<file path="src/rtl/vhr_pkg.sv">
// vhr_pkg: shared types, widths and saturation helpers for the motion integrator
// no dependencies; imported by vhr_mul, vhr_div and velocity_heading_ramp_integrator
`default_nettype none

package vhr_pkg;

  localparam int FRAC_BITS_DEF = 16;
  localparam int CMD_W         = 2;
  localparam int TIME_W        = 24;
  localparam int VEL_W         = 32;
  localparam int POS_W         = 48;
  localparam int PROD_W        = VEL_W + TIME_W + 1;
  localparam int DEN_W         = 34;

  typedef logic        [TIME_W-1:0] time_t;
  typedef logic signed [VEL_W-1:0]  vel_t;
  typedef logic signed [POS_W-1:0]  pos_t;
  typedef logic signed [PROD_W-1:0] prod_t;
  typedef logic        [DEN_W-1:0]  den_t;

  typedef enum logic [CMD_W-1:0] {
    CMD_TICK = 2'd0,
    CMD_RAMP = 2'd1,
    CMD_TURN = 2'd2,
    CMD_NONE = 2'd3
  } cmd_e;

  typedef struct packed {
    logic [CMD_W-1:0]  cmd;
    time_t             time_step;
    vel_t              goal_vel_x;
    vel_t              goal_vel_y;
    vel_t              goal_vel_z;
    vel_t              goal_heading;
  } in_item_t;

  typedef struct packed {
    pos_t pos_x;
    pos_t pos_y;
    pos_t pos_z;
    vel_t heading;
    vel_t vel_x;
    vel_t vel_y;
    vel_t vel_z;
    logic ramping;
    logic turning;
  } out_item_t;

  // status of a serial arithmetic unit
  typedef struct packed {
    logic busy;
    logic done;
  } unit_stat_t;

  function automatic vel_t sat32(input logic signed [63:0] x);
    vel_t r;
    if (x > 64'sh0000_0000_7FFF_FFFF) r = 32'h7FFF_FFFF;
    else if (x < -64'sh0000_0000_8000_0000) r = 32'h8000_0000;
    else r = x[VEL_W-1:0];
    return r;
  endfunction

  function automatic pos_t sat48(input logic signed [63:0] x);
    pos_t r;
    if (x > 64'sh0000_7FFF_FFFF_FFFF) r = 48'h7FFF_FFFF_FFFF;
    else if (x < -64'sh0000_8000_0000_0000) r = 48'h8000_0000_0000;
    else r = x[POS_W-1:0];
    return r;
  endfunction

endpackage

`default_nettype wire

</file>
<file path="src/rtl/vhr_mul.sv">
// vhr_mul: bit-serial signed-by-unsigned multiplier, one multiplier bit per cycle
// depends on vhr_pkg
`default_nettype none

module vhr_mul (
  input  logic               clk_i,
  input  logic               rst_ni,
  input  logic               start_i,
  input  vhr_pkg::vel_t      mcand_i,
  input  vhr_pkg::time_t     mplier_i,
  output vhr_pkg::unit_stat_t stat_o,
  output vhr_pkg::prod_t     prod_o
);
  import vhr_pkg::*;

  localparam int CntW = $clog2(TIME_W + 1);

  logic            busy_q, busy_d;
  logic            done_q, done_d;
  logic [CntW-1:0] cnt_q, cnt_d;
  prod_t           acc_q, acc_d;
  vel_t            mc_q, mc_d;
  time_t           mp_q, mp_d;
  prod_t           addend;

  // msb-first shift and add
  always_comb begin
    busy_d = busy_q;
    done_d = 1'b0;
    cnt_d  = cnt_q;
    acc_d  = acc_q;
    mc_d   = mc_q;
    mp_d   = mp_q;
    addend = mp_q[TIME_W-1] ? prod_t'(mc_q) : '0;
    if (start_i) begin
      busy_d = 1'b1;
      cnt_d  = CntW'(TIME_W);
      acc_d  = '0;
      mc_d   = mcand_i;
      mp_d   = mplier_i;
    end else if (busy_q) begin
      acc_d = (acc_q <<< 1) + addend;
      mp_d  = {mp_q[TIME_W-2:0], 1'b0};
      cnt_d = cnt_q - 1'b1;
      if (cnt_q == CntW'(1)) begin
        busy_d = 1'b0;
        done_d = 1'b1;
      end
    end
  end

  always_ff @(posedge clk_i or negedge rst_ni) begin
    if (!rst_ni) begin
      busy_q <= 1'b0;
      done_q <= 1'b0;
      cnt_q  <= '0;
    end else begin
      busy_q <= busy_d;
      done_q <= done_d;
      cnt_q  <= cnt_d;
    end
  end

  always_ff @(posedge clk_i) begin
    acc_q <= acc_d;
    mc_q  <= mc_d;
    mp_q  <= mp_d;
  end

  assign stat_o.busy = busy_q;
  assign stat_o.done = done_q;
  assign prod_o      = acc_q;

endmodule

`default_nettype wire

</file>
<file path="src/rtl/vhr_div.sv">
// vhr_div: restoring unsigned divider, one quotient bit per cycle
// depends on vhr_pkg
`default_nettype none

module vhr_div #(
  parameter int NumW = 49
) (
  input  logic                clk_i,
  input  logic                rst_ni,
  input  logic                start_i,
  input  logic [NumW-1:0]     num_i,
  input  vhr_pkg::den_t       den_i,
  output vhr_pkg::unit_stat_t stat_o,
  output logic [NumW-1:0]     quo_o,
  output vhr_pkg::den_t       rem_o
);
  import vhr_pkg::*;

  localparam int CntW = $clog2(NumW + 1);

  logic            busy_q, busy_d;
  logic            done_q, done_d;
  logic [CntW-1:0] cnt_q, cnt_d;
  logic [NumW-1:0] quo_q, quo_d;
  den_t            rem_q, rem_d;
  den_t            den_q, den_d;
  logic [DEN_W:0]  shifted;
  logic [DEN_W:0]  trial;

  // shift in one dividend bit, subtract when it fits
  always_comb begin
    busy_d  = busy_q;
    done_d  = 1'b0;
    cnt_d   = cnt_q;
    quo_d   = quo_q;
    rem_d   = rem_q;
    den_d   = den_q;
    shifted = {rem_q, quo_q[NumW-1]};
    trial   = shifted - {1'b0, den_q};
    if (start_i) begin
      busy_d = 1'b1;
      cnt_d  = CntW'(NumW);
      quo_d  = num_i;
      rem_d  = '0;
      den_d  = den_i;
    end else if (busy_q) begin
      if (!trial[DEN_W]) begin
        rem_d = trial[DEN_W-1:0];
        quo_d = {quo_q[NumW-2:0], 1'b1};
      end else begin
        rem_d = shifted[DEN_W-1:0];
        quo_d = {quo_q[NumW-2:0], 1'b0};
      end
      cnt_d = cnt_q - 1'b1;
      if (cnt_q == CntW'(1)) begin
        busy_d = 1'b0;
        done_d = 1'b1;
      end
    end
  end

  always_ff @(posedge clk_i or negedge rst_ni) begin
    if (!rst_ni) begin
      busy_q <= 1'b0;
      done_q <= 1'b0;
      cnt_q  <= '0;
    end else begin
      busy_q <= busy_d;
      done_q <= done_d;
      cnt_q  <= cnt_d;
    end
  end

  always_ff @(posedge clk_i) begin
    quo_q <= quo_d;
    rem_q <= rem_d;
    den_q <= den_d;
  end

  assign stat_o.busy = busy_q;
  assign stat_o.done = done_q;
  assign quo_o       = quo_q;
  assign rem_o       = rem_q;

endmodule

`default_nettype wire

</file>
<file path="src/rtl/velocity_heading_ramp_integrator.sv">
// velocity_heading_ramp_integrator: top level, command sequencer and motion state
// depends on vhr_pkg, vhr_mul, vhr_div
//
//   port group   direction  payload               handshake
//   in           input      vhr_pkg::in_item_t    in_valid_i / in_ready_o
//   out          output     vhr_pkg::out_item_t   out_valid_o / out_ready_i
//
// one item at a time; every product goes through the serial multiplier,
// every quotient through the serial divider
// tick: 3 products without a ramp, up to 12 with one, plus 1 for a turn
// ramp start: 3 quotients, none for zero duration; turn start: up to 2 quotients
// unused command: no arithmetic; reset clears all motion state to zero; no clearing pass
// a result waiting on out_ready_i does not block the next item; a second result holds it
`default_nettype none

module velocity_heading_ramp_integrator #(
  parameter int FRAC_BITS = vhr_pkg::FRAC_BITS_DEF
) (
  input  logic               clk_i,
  input  logic               rst_ni,
  input  logic               in_valid_i,
  output logic               in_ready_o,
  input  vhr_pkg::in_item_t  in_item_i,
  output logic               out_valid_o,
  input  logic               out_ready_i,
  output vhr_pkg::out_item_t out_item_o
);
  import vhr_pkg::*;

  localparam int NumW = 33 + FRAC_BITS;
  localparam logic signed [35:0] HalfTurn = 36'sd180 <<< FRAC_BITS;
  localparam logic signed [35:0] FullTurn = 36'sd360 <<< FRAC_BITS;

  typedef enum logic [7:0] {
    ST_IDLE   = 8'b0000_0001,
    ST_DISP   = 8'b0000_0010,
    ST_TSET   = 8'b0000_0100,
    ST_MSTART = 8'b0000_1000,
    ST_MWAIT  = 8'b0001_0000,
    ST_DSTART = 8'b0010_0000,
    ST_DWAIT  = 8'b0100_0000,
    ST_OUT    = 8'b1000_0000
  } state_e;

  typedef enum logic [2:0] {
    STEP_ACC,
    STEP_VEL,
    STEP_DV,
    STEP_TGT,
    STEP_TURN
  } step_e;

  typedef enum logic [1:0] {
    PH_WRAP_HI,
    PH_WRAP_LO,
    PH_RATE
  } phase_e;

  state_e state_q, state_d;
  step_e  step_q, step_d;
  phase_e phase_q, phase_d;
  logic [1:0] axis_q, axis_d;

  // motion state
  pos_t  pos_q [3];
  pos_t  pos_d [3];
  vel_t  vel_q [3];
  vel_t  vel_d [3];
  vel_t  acc_q [3];
  vel_t  acc_d [3];
  vel_t  tgt_q [3];
  vel_t  tgt_d [3];
  time_t rtl_q, rtl_d;
  vel_t  head_q, head_d;
  vel_t  rate_q, rate_d;
  vel_t  ttarget_q, ttarget_d;
  time_t ttl_q, ttl_d;

  // latched item and per-item work registers
  cmd_e  cmd_q, cmd_d;
  time_t dt_q, dt_d;
  vel_t  goal_q [3];
  vel_t  goal_d [3];
  vel_t  ghead_q, ghead_d;
  logic  ramp_q, ramp_d;
  logic  ends_q, ends_d;
  time_t teff_q, teff_d;
  time_t rest_q, rest_d;
  vel_t  dv_q, dv_d;
  logic signed [59:0] off_q, off_d;
  logic signed [35:0] diff_q, diff_d;

  out_item_t out_q, out_d;
  logic      out_valid_q, out_valid_d;
  logic      out_load;

  // arithmetic units
  logic       mul_start, div_start;
  unit_stat_t mul_stat, div_stat;
  vel_t       mul_mcand;
  time_t      mul_mplier;
  prod_t      mul_prod;
  logic [NumW-1:0] div_num, div_quo;
  den_t       div_den, div_rem;

  logic signed [35:0] turn_diff, div_signed, div_abs, rem_s;
  logic               div_neg;
  vel_t               quo_sat;
  logic               big_pos, big_neg;
  logic signed [59:0] off_sum;
  logic               commit;

  vhr_mul u_mul (
    .clk_i    (clk_i),
    .rst_ni   (rst_ni),
    .start_i  (mul_start),
    .mcand_i  (mul_mcand),
    .mplier_i (mul_mplier),
    .stat_o   (mul_stat),
    .prod_o   (mul_prod)
  );

  vhr_div #(.NumW(NumW)) u_div (
    .clk_i   (clk_i),
    .rst_ni  (rst_ni),
    .start_i (div_start),
    .num_i   (div_num),
    .den_i   (div_den),
    .stat_o  (div_stat),
    .quo_o   (div_quo),
    .rem_o   (div_rem)
  );

  // multiplier operand select
  always_comb begin
    mul_mcand  = vel_q[axis_q];
    mul_mplier = teff_q;
    unique case (step_q)
      STEP_ACC:  mul_mcand = acc_q[axis_q];
      STEP_VEL:  mul_mcand = vel_q[axis_q];
      STEP_DV:   mul_mcand = dv_q;
      STEP_TGT: begin
        mul_mcand  = tgt_q[axis_q];
        mul_mplier = rest_q;
      end
      STEP_TURN: begin
        mul_mcand  = rate_q;
        mul_mplier = dt_q;
      end
      default: mul_mcand = vel_q[axis_q];
    endcase
  end

  // divider operand select and quotient saturation
  assign turn_diff  = 36'(ghead_q) - 36'(head_q);
  assign div_signed = (cmd_q == CMD_RAMP) ? (36'(goal_q[axis_q]) - 36'(vel_q[axis_q]))
                                          : diff_q;
  assign div_neg    = div_signed[35];
  assign div_abs    = div_neg ? -div_signed : div_signed;
  assign rem_s      = $signed({2'b00, div_rem});

  always_comb begin
    div_num = {div_abs[32:0], {FRAC_BITS{1'b0}}};
    div_den = den_t'(dt_q);
    if (cmd_q == CMD_TURN) begin
      unique case (phase_q)
        PH_WRAP_HI: begin
          div_num = NumW'($unsigned(diff_q - HalfTurn));
          div_den = den_t'(FullTurn);
        end
        PH_WRAP_LO: begin
          div_num = NumW'($unsigned(-HalfTurn - diff_q));
          div_den = den_t'(FullTurn);
        end
        default: div_num = {div_abs[32:0], {FRAC_BITS{1'b0}}};
      endcase
    end
  end

  assign big_pos = |div_quo[NumW-1:31];
  assign big_neg = (|div_quo[NumW-1:32]) || (div_quo[31] && (|div_quo[30:0]));

  always_comb begin
    if (div_neg) quo_sat = big_neg ? 32'h8000_0000 : -div_quo[31:0];
    else quo_sat = big_pos ? 32'h7FFF_FFFF : div_quo[31:0];
  end

  // command sequencer
  always_comb begin
    state_d     = state_q;
    step_d      = step_q;
    phase_d     = phase_q;
    axis_d      = axis_q;
    pos_d       = pos_q;
    vel_d       = vel_q;
    acc_d       = acc_q;
    tgt_d       = tgt_q;
    rtl_d       = rtl_q;
    head_d      = head_q;
    rate_d      = rate_q;
    ttarget_d   = ttarget_q;
    ttl_d       = ttl_q;
    cmd_d       = cmd_q;
    dt_d        = dt_q;
    goal_d      = goal_q;
    ghead_d     = ghead_q;
    ramp_d      = ramp_q;
    ends_d      = ends_q;
    teff_d      = teff_q;
    rest_d      = rest_q;
    dv_d        = dv_q;
    off_d       = off_q;
    diff_d      = diff_q;
    out_d       = out_q;
    out_valid_d = out_valid_q && !out_ready_i;
    out_load    = 1'b0;
    mul_start   = 1'b0;
    div_start   = 1'b0;
    commit      = 1'b0;
    off_sum     = off_q;

    unique case (state_q)
      ST_IDLE: begin
        if (in_valid_i) begin
          cmd_d     = cmd_e'(in_item_i.cmd);
          dt_d      = in_item_i.time_step;
          goal_d[0] = in_item_i.goal_vel_x;
          goal_d[1] = in_item_i.goal_vel_y;
          goal_d[2] = in_item_i.goal_vel_z;
          ghead_d   = in_item_i.goal_heading;
          state_d   = ST_DISP;
        end
      end

      ST_DISP: begin
        axis_d = 2'd0;
        unique case (cmd_q)
          CMD_TICK: begin
            if (rtl_q != '0) begin
              ramp_d = 1'b1;
              ends_d = rtl_q <= dt_q;
              teff_d = (rtl_q <= dt_q) ? rtl_q : dt_q;
              rest_d = dt_q - teff_d;
              step_d = STEP_ACC;
            end else begin
              ramp_d = 1'b0;
              ends_d = 1'b0;
              teff_d = dt_q;
              rest_d = '0;
              step_d = STEP_VEL;
            end
            state_d = ST_MSTART;
          end
          CMD_RAMP: begin
            tgt_d = goal_q;
            if (dt_q == '0) begin
              vel_d   = goal_q;
              acc_d   = '{default: '0};
              rtl_d   = '0;
              state_d = ST_OUT;
            end else begin
              state_d = ST_DSTART;
            end
          end
          CMD_TURN: begin
            diff_d = turn_diff;
            if (turn_diff > HalfTurn) begin
              phase_d = PH_WRAP_HI;
              state_d = ST_DSTART;
            end else if (turn_diff < -HalfTurn) begin
              phase_d = PH_WRAP_LO;
              state_d = ST_DSTART;
            end else begin
              state_d = ST_TSET;
            end
          end
          default: state_d = ST_OUT;
        endcase
      end

      // turn start once the difference is wrapped
      ST_TSET: begin
        ttarget_d = ghead_q;
        ttl_d     = dt_q;
        if (dt_q == '0) begin
          head_d  = ghead_q;
          rate_d  = '0;
          state_d = ST_OUT;
        end else begin
          phase_d = PH_RATE;
          state_d = ST_DSTART;
        end
      end

      ST_MSTART: begin
        mul_start = 1'b1;
        state_d   = ST_MWAIT;
      end

      ST_MWAIT: begin
        if (mul_stat.done) begin
          unique case (step_q)
            STEP_ACC: begin
              dv_d    = sat32(64'(mul_prod >>> FRAC_BITS));
              step_d  = STEP_VEL;
              state_d = ST_MSTART;
            end
            STEP_VEL: begin
              off_sum = 60'(mul_prod >>> FRAC_BITS);
              off_d   = off_sum;
              if (ramp_q) begin
                step_d  = STEP_DV;
                state_d = ST_MSTART;
              end else begin
                commit = 1'b1;
              end
            end
            STEP_DV: begin
              off_sum = off_q + 60'(mul_prod >>> (FRAC_BITS + 1));
              off_d   = off_sum;
              if (ends_q) begin
                step_d  = STEP_TGT;
                state_d = ST_MSTART;
              end else begin
                commit = 1'b1;
              end
            end
            STEP_TGT: begin
              off_sum = off_q + 60'(mul_prod >>> FRAC_BITS);
              off_d   = off_sum;
              commit  = 1'b1;
            end
            STEP_TURN: begin
              head_d  = sat32(64'(head_q) + 64'(mul_prod >>> FRAC_BITS));
              ttl_d   = ttl_q - dt_q;
              state_d = ST_OUT;
            end
            default: state_d = ST_OUT;
          endcase
        end
      end

      ST_DSTART: begin
        div_start = 1'b1;
        state_d   = ST_DWAIT;
      end

      ST_DWAIT: begin
        if (div_stat.done) begin
          if (cmd_q == CMD_RAMP) begin
            acc_d[axis_q] = quo_sat;
            if (axis_q != 2'd2) begin
              axis_d  = axis_q + 2'd1;
              state_d = ST_DSTART;
            end else begin
              rtl_d   = dt_q;
              state_d = ST_OUT;
            end
          end else begin
            unique case (phase_q)
              PH_WRAP_HI: begin
                diff_d  = (div_rem == '0) ? HalfTurn : HalfTurn + rem_s - FullTurn;
                state_d = ST_TSET;
              end
              PH_WRAP_LO: begin
                diff_d  = (div_rem == '0) ? -HalfTurn : -HalfTurn - rem_s + FullTurn;
                state_d = ST_TSET;
              end
              default: begin
                rate_d  = quo_sat;
                state_d = ST_OUT;
              end
            endcase
          end
        end
      end

      ST_OUT: begin
        if (!out_valid_q || out_ready_i) begin
          out_load      = 1'b1;
          out_d.pos_x   = pos_q[0];
          out_d.pos_y   = pos_q[1];
          out_d.pos_z   = pos_q[2];
          out_d.heading = head_q;
          out_d.vel_x   = vel_q[0];
          out_d.vel_y   = vel_q[1];
          out_d.vel_z   = vel_q[2];
          out_d.ramping = rtl_q != '0;
          out_d.turning = ttl_q != '0;
          out_valid_d   = 1'b1;
          state_d       = ST_IDLE;
        end
      end

      default: state_d = ST_IDLE;
    endcase

    // finish one axis of a tick
    if (commit) begin
      pos_d[axis_q] = sat48(64'(pos_q[axis_q]) + 64'(off_sum));
      if (ramp_q) begin
        if (ends_q) begin
          vel_d[axis_q] = tgt_q[axis_q];
          acc_d[axis_q] = '0;
        end else begin
          vel_d[axis_q] = sat32(64'(vel_q[axis_q]) + 64'(dv_q));
        end
      end
      if (axis_q != 2'd2) begin
        axis_d  = axis_q + 2'd1;
        step_d  = ramp_q ? STEP_ACC : STEP_VEL;
        state_d = ST_MSTART;
      end else begin
        if (ramp_q) rtl_d = ends_q ? '0 : rtl_q - dt_q;
        if (ttl_q != '0) begin
          if (ttl_q <= dt_q) begin
            ttl_d   = '0;
            rate_d  = '0;
            head_d  = ttarget_q;
            state_d = ST_OUT;
          end else begin
            step_d  = STEP_TURN;
            state_d = ST_MSTART;
          end
        end else begin
          state_d = ST_OUT;
        end
      end
    end
  end

  // control and motion state
  always_ff @(posedge clk_i or negedge rst_ni) begin
    if (!rst_ni) begin
      state_q     <= ST_IDLE;
      step_q      <= STEP_ACC;
      phase_q     <= PH_RATE;
      axis_q      <= 2'd0;
      pos_q       <= '{default: '0};
      vel_q       <= '{default: '0};
      acc_q       <= '{default: '0};
      tgt_q       <= '{default: '0};
      rtl_q       <= '0;
      head_q      <= '0;
      rate_q      <= '0;
      ttarget_q   <= '0;
      ttl_q       <= '0;
      cmd_q       <= CMD_NONE;
      ramp_q      <= 1'b0;
      ends_q      <= 1'b0;
      out_valid_q <= 1'b0;
    end else begin
      state_q     <= state_d;
      step_q      <= step_d;
      phase_q     <= phase_d;
      axis_q      <= axis_d;
      pos_q       <= pos_d;
      vel_q       <= vel_d;
      acc_q       <= acc_d;
      tgt_q       <= tgt_d;
      rtl_q       <= rtl_d;
      head_q      <= head_d;
      rate_q      <= rate_d;
      ttarget_q   <= ttarget_d;
      ttl_q       <= ttl_d;
      cmd_q       <= cmd_d;
      ramp_q      <= ramp_d;
      ends_q      <= ends_d;
      out_valid_q <= out_valid_d;
    end
  end

  // item payload and scratch values
  always_ff @(posedge clk_i) begin
    dt_q    <= dt_d;
    goal_q  <= goal_d;
    ghead_q <= ghead_d;
    teff_q  <= teff_d;
    rest_q  <= rest_d;
    dv_q    <= dv_d;
    off_q   <= off_d;
    diff_q  <= diff_d;
    out_q   <= out_d;
  end

  assign in_ready_o  = state_q == ST_IDLE;
  assign out_valid_o = out_valid_q;
  assign out_item_o  = out_q;

  // an accepted item keeps the sequencer busy
  a_accept_busy: assert property (@(posedge clk_i) disable iff (!rst_ni)
    (in_valid_i && in_ready_o) |=> !in_ready_o)
    else $error("input accepted twice in a row");

  // units are only started when free
  a_mul_free: assert property (@(posedge clk_i) disable iff (!rst_ni)
    mul_start |-> !mul_stat.busy)
    else $error("multiplier started while busy");

  a_div_free: assert property (@(posedge clk_i) disable iff (!rst_ni)
    div_start |-> !div_stat.busy)
    else $error("divider started while busy");

  // reported flags follow the remaining times
  a_flags: assert property (@(posedge clk_i) disable iff (!rst_ni)
    out_load |=> (out_item_o.ramping == (rtl_q != '0)) &&
                 (out_item_o.turning == (ttl_q != '0)))
    else $error("status flags disagree with remaining times");

  // acceleration only survives while a ramp is running
  a_acc_ramp: assert property (@(posedge clk_i) disable iff (!rst_ni)
    (state_q == ST_IDLE && (acc_q[0] != '0 || acc_q[1] != '0 || acc_q[2] != '0))
      |-> rtl_q != '0)
    else $error("acceleration left without a ramp");

endmodule

`default_nettype wire
</file>
<file path="config.mk">
export PLATFORM = sky130hd
export DESIGN_NAME = velocity_heading_ramp_integrator
export DESIGN_NICKNAME = d
export VERILOG_FILES = /design/src/rtl/vhr_pkg.sv /design/src/rtl/vhr_mul.sv /design/src/rtl/vhr_div.sv /design/src/rtl/velocity_heading_ramp_integrator.sv
export SDC_FILE = /design/constraint.sdc
export NUM_CORES = 2
export LEC_CHECK = 0
export BUFFER_PORTS_ARGS = -buffer_cell sky130_fd_sc_hd__buf_2
export CAP_MARGIN = 20
export CORE_AREA = 5 5 386 388
export CTS_CLUSTER_SIZE = 20
export DETAILED_ROUTE_END_ITERATION = 16
export DIE_AREA = 0 0 391 393
export MAX_ROUTING_LAYER = met4
export PLACE_DENSITY_LB_ADDON = 0.15
export SLEW_MARGIN = 20
export SYNTH_ARGS = -nofsm -noshare
export SYNTH_HDL_FRONTEND = slang
export SYNTH_SLANG_ARGS = --single-unit
</file>
<file path="constraint.sdc">
create_clock -name clk_i -period 20.4 [get_ports clk_i]
set_input_delay 2.04 -clock clk_i [delete_from_list [all_inputs] [get_ports clk_i]]
set_output_delay 2.04 -clock clk_i [all_outputs]
set_load 0.005 [all_outputs]
</file>
# Word-level counts from Yosys, hierarchy flattened
# Cells that the tools add are included.
[op_classes]
add_sub_neg = 23
order_cmp = 14
eq_ne = 31
muxes = 181
n_bitwise = 3
reduce_logical = 30
[op_table]
columns = ["operator", "n"]
rows = [
  ["two-way mux 96 bit", 13],
  ["two-way mux 32 bit", 35],
  ["two-way mux 24 bit", 20],
  ["bitwise mux 96 bit", 3],
  ["two-way mux 48 bit", 6],
  ["binary-select mux 32 bit (select 2 bit)", 4],
  ["two-way mux 36 bit", 6],
  ["one-hot mux 96 bit (2 select lines)", 1],
  ["one-hot mux 60 bit (3 select lines)", 1],
  ["two-way mux 49 bit", 3],
  ["bitwise mux 144 bit", 1],
  ["one-hot mux 24 bit (2 select lines)", 3],
  ["one-hot mux 36 bit (2 select lines)", 2],
  ["one-hot mux 32 bit (2 select lines)", 2],
  ["one-hot mux 32 bit (4 select lines)", 1],
  ["two-way mux 60 bit", 2],
  ["two-way mux 8 bit", 14],
  ["one-hot mux 49 bit (2 select lines)", 1],
  ["AND 96 bit", 1],
  ["binary-select mux 48 bit (select 2 bit)", 1],
  ["demux 48 bit (select 2 bit)", 1],
  ["NOT 96 bit", 1],
  ["subtractor 24 bit", 3],
  ["subtractor 32 x 32 -> 33 bit", 2],
  ["other kinds (87)", 155],
]
[totals]
regBits = 1434
inputBits = 158
output_inout_bits = 276
elab_cells = 339

# Depth between registers and ports, before layout
[logic_depth]
depth_word = 15
depth_mapped = 40
ltp_nobuf = 34

# By module
# Synthesis repeated with hierarchy kept, for this count alone.
[hier_totals]
hier_cells = 9765
area_unflattened_um2 = 88089.5
[by_module_without_submodules]
columns = ["mod", "instances", "cells_per_inst", "area_each_um2"]
rows = [
  ["velocity_heading_ramp_integrator", 1, 8290, 73480.5],
  ["vhr_mul", 1, 855, 7702.4],
  ["vhr_div", 1, 620, 6906.6],
]

# Worst setup path before layout
# Ideal clock, no wire load.
[synth_path]
kind = "input to register"
startpoint = "in out_ready_i"
endpoint = "reg out_q (netlist bit out_item_o[0]) (enable)"
setup_ns = 1.001
arrival_time_ns = 15.225
slack_ns = 4.174
path_stages = 2
n_path_buf = 0
path_cell_list = "inv_1 > a21oi_1"
[synth_between]
elab_chain_cells = 2
[synth_rtl]
columns = ["element", "line_no", "text"]
rows = [
  ["start, declared", "velocity_heading_ramp_integrator.sv:25", "input logic out_ready_i,"],
  ["logical OR 1 bit", "velocity_heading_ramp_integrator.sv:379", "if (!out_valid_q || out_ready_i) begin"],
  ["AND reduction 2 bit (no line)", "n/a", ""],
  ["end signal, assigned", "velocity_heading_ramp_integrator.sv:483", "out_q <= out_d;"],
  ["end, declared", "velocity_heading_ramp_integrator.sv:93", "out_item_t out_q, out_d;"],
]
# No other way between the ends.
# A chain may end at the register's enable or synchronous reset.

# Worst setup path after layout
[layout_path]
startpoint = "reg step_q[1]"
endpoint = "reg pos_q[140] in the netlist's numbering"
[layout_between]
elab_chain_cells = 10
[layout_rtl]
columns = ["element", "line_no", "text"]
rows = [
  ["start, declared", "velocity_heading_ramp_integrator.sv:60", "step_e step_q, step_d;"],
  ["start signal, assigned", "velocity_heading_ramp_integrator.sv:454", "step_q <= step_d;"],
  ["== test 3 x 2 -> 1 bit / == test 3 x 1 -> 1 bit (equally long branches)", "velocity_heading_ramp_integrator.sv:302", "unique case (step_q)"],
  ["one-hot mux 60 bit (3 select lines)", "n/a", ""],
  ["two-way mux 60 bit (2 in series)", "n/a", ""],
  ["adder 48 x 60 -> 61 bit", "velocity_heading_ramp_integrator.sv:400", "pos_d[axis_q] = sat48(64'(pos_q[axis_q]) + 64'(off_sum));"],
  ["< comparator 61 x 48 -> 1 bit", "vhr_pkg.sv:66", "else if (x < -64'sh0000_8000_0000_0000) r = 48'h8000_0000_0000;"],
  ["two-way mux 48 bit", "vhr_pkg.sv:66", ""],
  ["two-way mux 48 bit", "vhr_pkg.sv:65", "if (x > 64'sh0000_7FFF_FFFF_FFFF) r = 48'h7FFF_FFFF_FFFF;"],
  ["two-way mux 48 bit", "velocity_heading_ramp_integrator.sv:399", "if (commit) begin"],
  ["bitwise mux 144 bit", "velocity_heading_ramp_integrator.sv:400", ""],
  ["end signal, assigned", "velocity_heading_ramp_integrator.sv:457", "pos_q <= pos_d;"],
  ["end, declared", "velocity_heading_ramp_integrator.sv:65", "pos_t pos_q [3];"],
]
# Parallel ways exist; a longest one is shown, timed or not. The select of a mux whose other input is x is not followed.

==> results_dict.tcl <==
set metrics [dict create \
    status "finished, final reports clean" \
    syn_to_final_growth_pct 10.7 \
    grt_pass1_wl_um 458000 \
    vias 77600 \
    clk_path_buf_depth 3 \
    relSlewSlack_pct 14.3 \
    nFillCells 11700 \
    wl_met3_um 30700 \
    synth_edf_count 672 \
    cts_htree_levels 4 \
    yosys_most_used_dff "edfxtp_1" \
    worstHoldPathType "reg -> reg" \
    met2_length_um 138000 \
    drt_iter0_drc 9110 \
    worstReg2RegEnd "pos_q[140]" \
    synthCells 9427 \
    portBuffers 433 \
    drt_pre_antenna_iters 9 \
    cellPowerDensity_nw_per_um2 106 \
    path_class "reg -> reg" \
    leakage_nw 39.8 \
    clk_latency_ns 0.86 \
    pwr-share-seq_pct 39.3 \
    cts.sinks 1434 \
    highest_layer "met4" \
    clkPwrFrac_pct 29.2 \
    fmax_mhz 94.4 \
    cp-endpoint "pos_q[140]" \
    die_w_um 391 \
    grt_max_degree 165 \
    multiInputGateArea_um2 45100 \
    worst_pin_slew_ns 1.27 \
    place_area_um2 90200 \
    crit-reg2reg-launch "step_q[1]" \
    worst_ep_arrival_time_ns 11.25 \
    fin_setup_tns_ns 0 \
    path_buf_inv 3 \
    ir_drop_mv 0.0926 \
    finalMaxSlewViolations 0 \
    fin_crit_sh_pct 51.9 \
    r2r_setup_slack_ns 9.81 \
    clk_pin_slew_ns 0.06 \
    core_area_um2 145000 \
    cts_setup_buffers 0 \
    cts_hold_buf 0 \
    fin_crit_ns 10.59 \
    design_area_um2 95700 \
    drc 0 \
    ys_types 115 \
    synth_nets 10000 \
    regArea_um2 38500 \
    cp-start-kind "flip-flop" \
    avgSynthCellArea_um2 9.17 \
    worst-path-max-fanout 50 \
    hpwl_um 222000 \
    grt_pass1_vias 73300 \
    place_congestion 1.03 \
    ys_ff_latch 1434 \
    end_kind "flip-flop" \
    combPwrFrac_pct 31.5 \
    dp_slack_ns 10.13 \
    rsz0062_at_grt "false" \
    ios 434 \
    cts-root-buf "clkbuf_16" \
    cp.required_ns 21.06 \
    slowest_delay_ns 0.66 \
    setup_viol 0 \
    cp_common_cell "nand2_1" \
    antenna_found_initial 11 \
    tritoncts "built" \
    p_sw_share_pct 37.3 \
    power_mw 10.1 \
    numCtsBuffers 153 \
    hold_viol_final 0 \
    cp_slowest_cell "and2_1" \
    die_area_um2 154000 \
    fin_hold_ws_ns 0.473 \
    wl_per_cell_um 26.4 \
    drt_wl_total_um 309000 \
    die_y_um 393 \
    initial_core_util_pct 59.6 \
    yosys_warnings 0 \
    cts_resized 0 \
    finalNetCount 10200 \
    syn_area_um2 86400 \
    r2r_cells 34 \
    std_cell_rows 140 \
    switchingPower_mw 3.77 \
    met1_length_um 122000 \
    synthArstFlopShare_pct 42.6 \
    worst-path-stages 34 \
    yosysSeqAreaShare_pct 44.6 \
    skew_ns 0.0591 \
    p_int_mw 6.34 \
    setup_slack_ns 9.81 \
    maxCapViolations 0 \
    grt.total_usage_pct 40.2 \
    cp-startpoint "step_q[1]" \
    postRouteAntennaNets 0 \
    path_delay_family "simple AND/OR/NAND/NOR gates" \
    drive_above_1_share_pct 11.1 \
    gr-total-overflow 0 \
    avgViaCountPerCell 6.63 \
]
==> worst min-delay path by stage <==
stage	slack (ns)	start	cells after the start	end
after floorplan	0.44	pos_q[66]	0	out_item_o[196]
after global placement	0.45	vel_q[46]	0	out_item_o[48]
after detailed placement	0.46	vel_q[78]	0	out_item_o[80]
after CTS	0.47	vel_q[78]	0	out_item_o[80]
after global routing	0.48	vel_q[57]	0	out_item_o[59]
final	0.47	u_mul.prod_o[5]	2	u_mul.prod_o[5]
==> cell usage after synthesis (66+ instances only) <==
| cell type | n | area share (%) |
|---|---|---|
| nand2_1 | 1421 | 6.2 |
| a21oi_1 | 871 | 5.0 |
| o21ai_0 | 735 | 4.3 |
| nor2_1 | 682 | 3.0 |
| edfxtp_1 | 672 | 23 |
| dfrtp_1 | 607 | 18 |
| clkbuf_1 | 443 | 1.9 |
| ha_1 | 429 | 6.2 |
| inv_1 | 285 | 1.2 |
| nand3_1 | 270 | 1.6 |
| xnor2_1 | 247 | 2.5 |
| mux2i_1 | 242 | 2.8 |
| a21o_1 | 240 | 2.1 |
| xor2_1 | 175 | 1.8 |
| dfxtp_1 | 151 | 3.5 |
| mux2_2 | 126 | 1.6 |
| a22oi_1 | 122 | 1.1 |
| nor3_1 | 116 | 0.67 |
| and3_1 | 109 | 0.79 |
| nand2b_1 | 100 | 0.72 |
| a31oi_1 | 97 | 0.70 |
| nand4_1 | 71 | 0.51 |
| nor4_1 | 70 | 0.51 |
| a211oi_1 | 67 | 0.58 |
| and2_1 | 66 | 0.48 |
==> flip-flops by register name, indices dropped and copies added (netlist names), 36 cells and up <==
register      flops
out_item_o      274
pos_q           144
acc_q            96
goal_q           96
tgt_q            96
vel_q            96
off_q            60
u_mul.prod_o     57
u_div.quo_o      49
diff_q           36
==> routing by layer <==
metal / track usage, % / up-vias
met5: - / -
met4: 19.9 / 0
met3: 8.37 / 826
met2: 60.3 / 4400
met1: 52.3 / 37700
li1: - / 34700
==> kinds of logic after synthesis <==
kind of cell | Yosys count | synth area share, %
simple gates | 3166 | 16.6
compound gates | 2793 | 20.1
flops | 1434 | 44.6
buf+inv | 800 | 3.55
fa+ha+maj | 444 | 6.51
xor+xnor | 422 | 4.28
mux | 368 | 4.45
==> power by group through the flow <==
stage               clock, mW  sequential (mW)  combinational [mW]
floorplan                   0             3.81                2.16
global placement            0             4.00                3.01
detailed placement          0             4.01                3.07
CTS                      2.97             3.96                3.09
global route             3.09             4.01                3.43
finish                   2.95             3.98                3.18
==> cell type report <==
cell class,instances,area share [%]
well taps,1917,2.51
clock buffers,208,4.46
inverters,289,1.14
clock inverters,80,1.10
flip-flops and latches,1434,40.3
repair buffers,561,3.32
diodes,13,0.0340
multi-input cells,7193,47.2
==> stage by stage <==
step	util, %	instances
2_1_floorplan	-	9427
3_5_place_dp	62.2	11400
5_1_grt	66.0	11700
3_3_place_gp	62.2	11400
6_report	66.0	11700
4_1_cts	65.9	11700
==> worst register-to-register path, delay by kind of cell, from the launching register on <==
kind,cells,cell delay [ns]
simple gates,15,4.05
compound gates,14,4.02
buf+inv,3,1.33
fa+ha+maj,2,0.66
flops,1,0.35
==> placed cells by master, fill, tap and decap left out, drive strengths merged, types with 66 or more instances in the layout <==
cell type and n:
a211oi 67, a21o 240, a21oi 873, a22oi 122, a31oi 99, and2 66
and3 109, buf 561, clkbuf 208, dfrtp 607, dfxtp 151, edfxtp 672
ha 429, inv 293, mux2 126, mux2i 242, nand2 1422, nand2b 100
nand3 271, nand4 72, nor2 697, nor3 120, nor4 71, o21ai 756
xnor2 247, xor2 175
(Power assumes the default switching activity.)
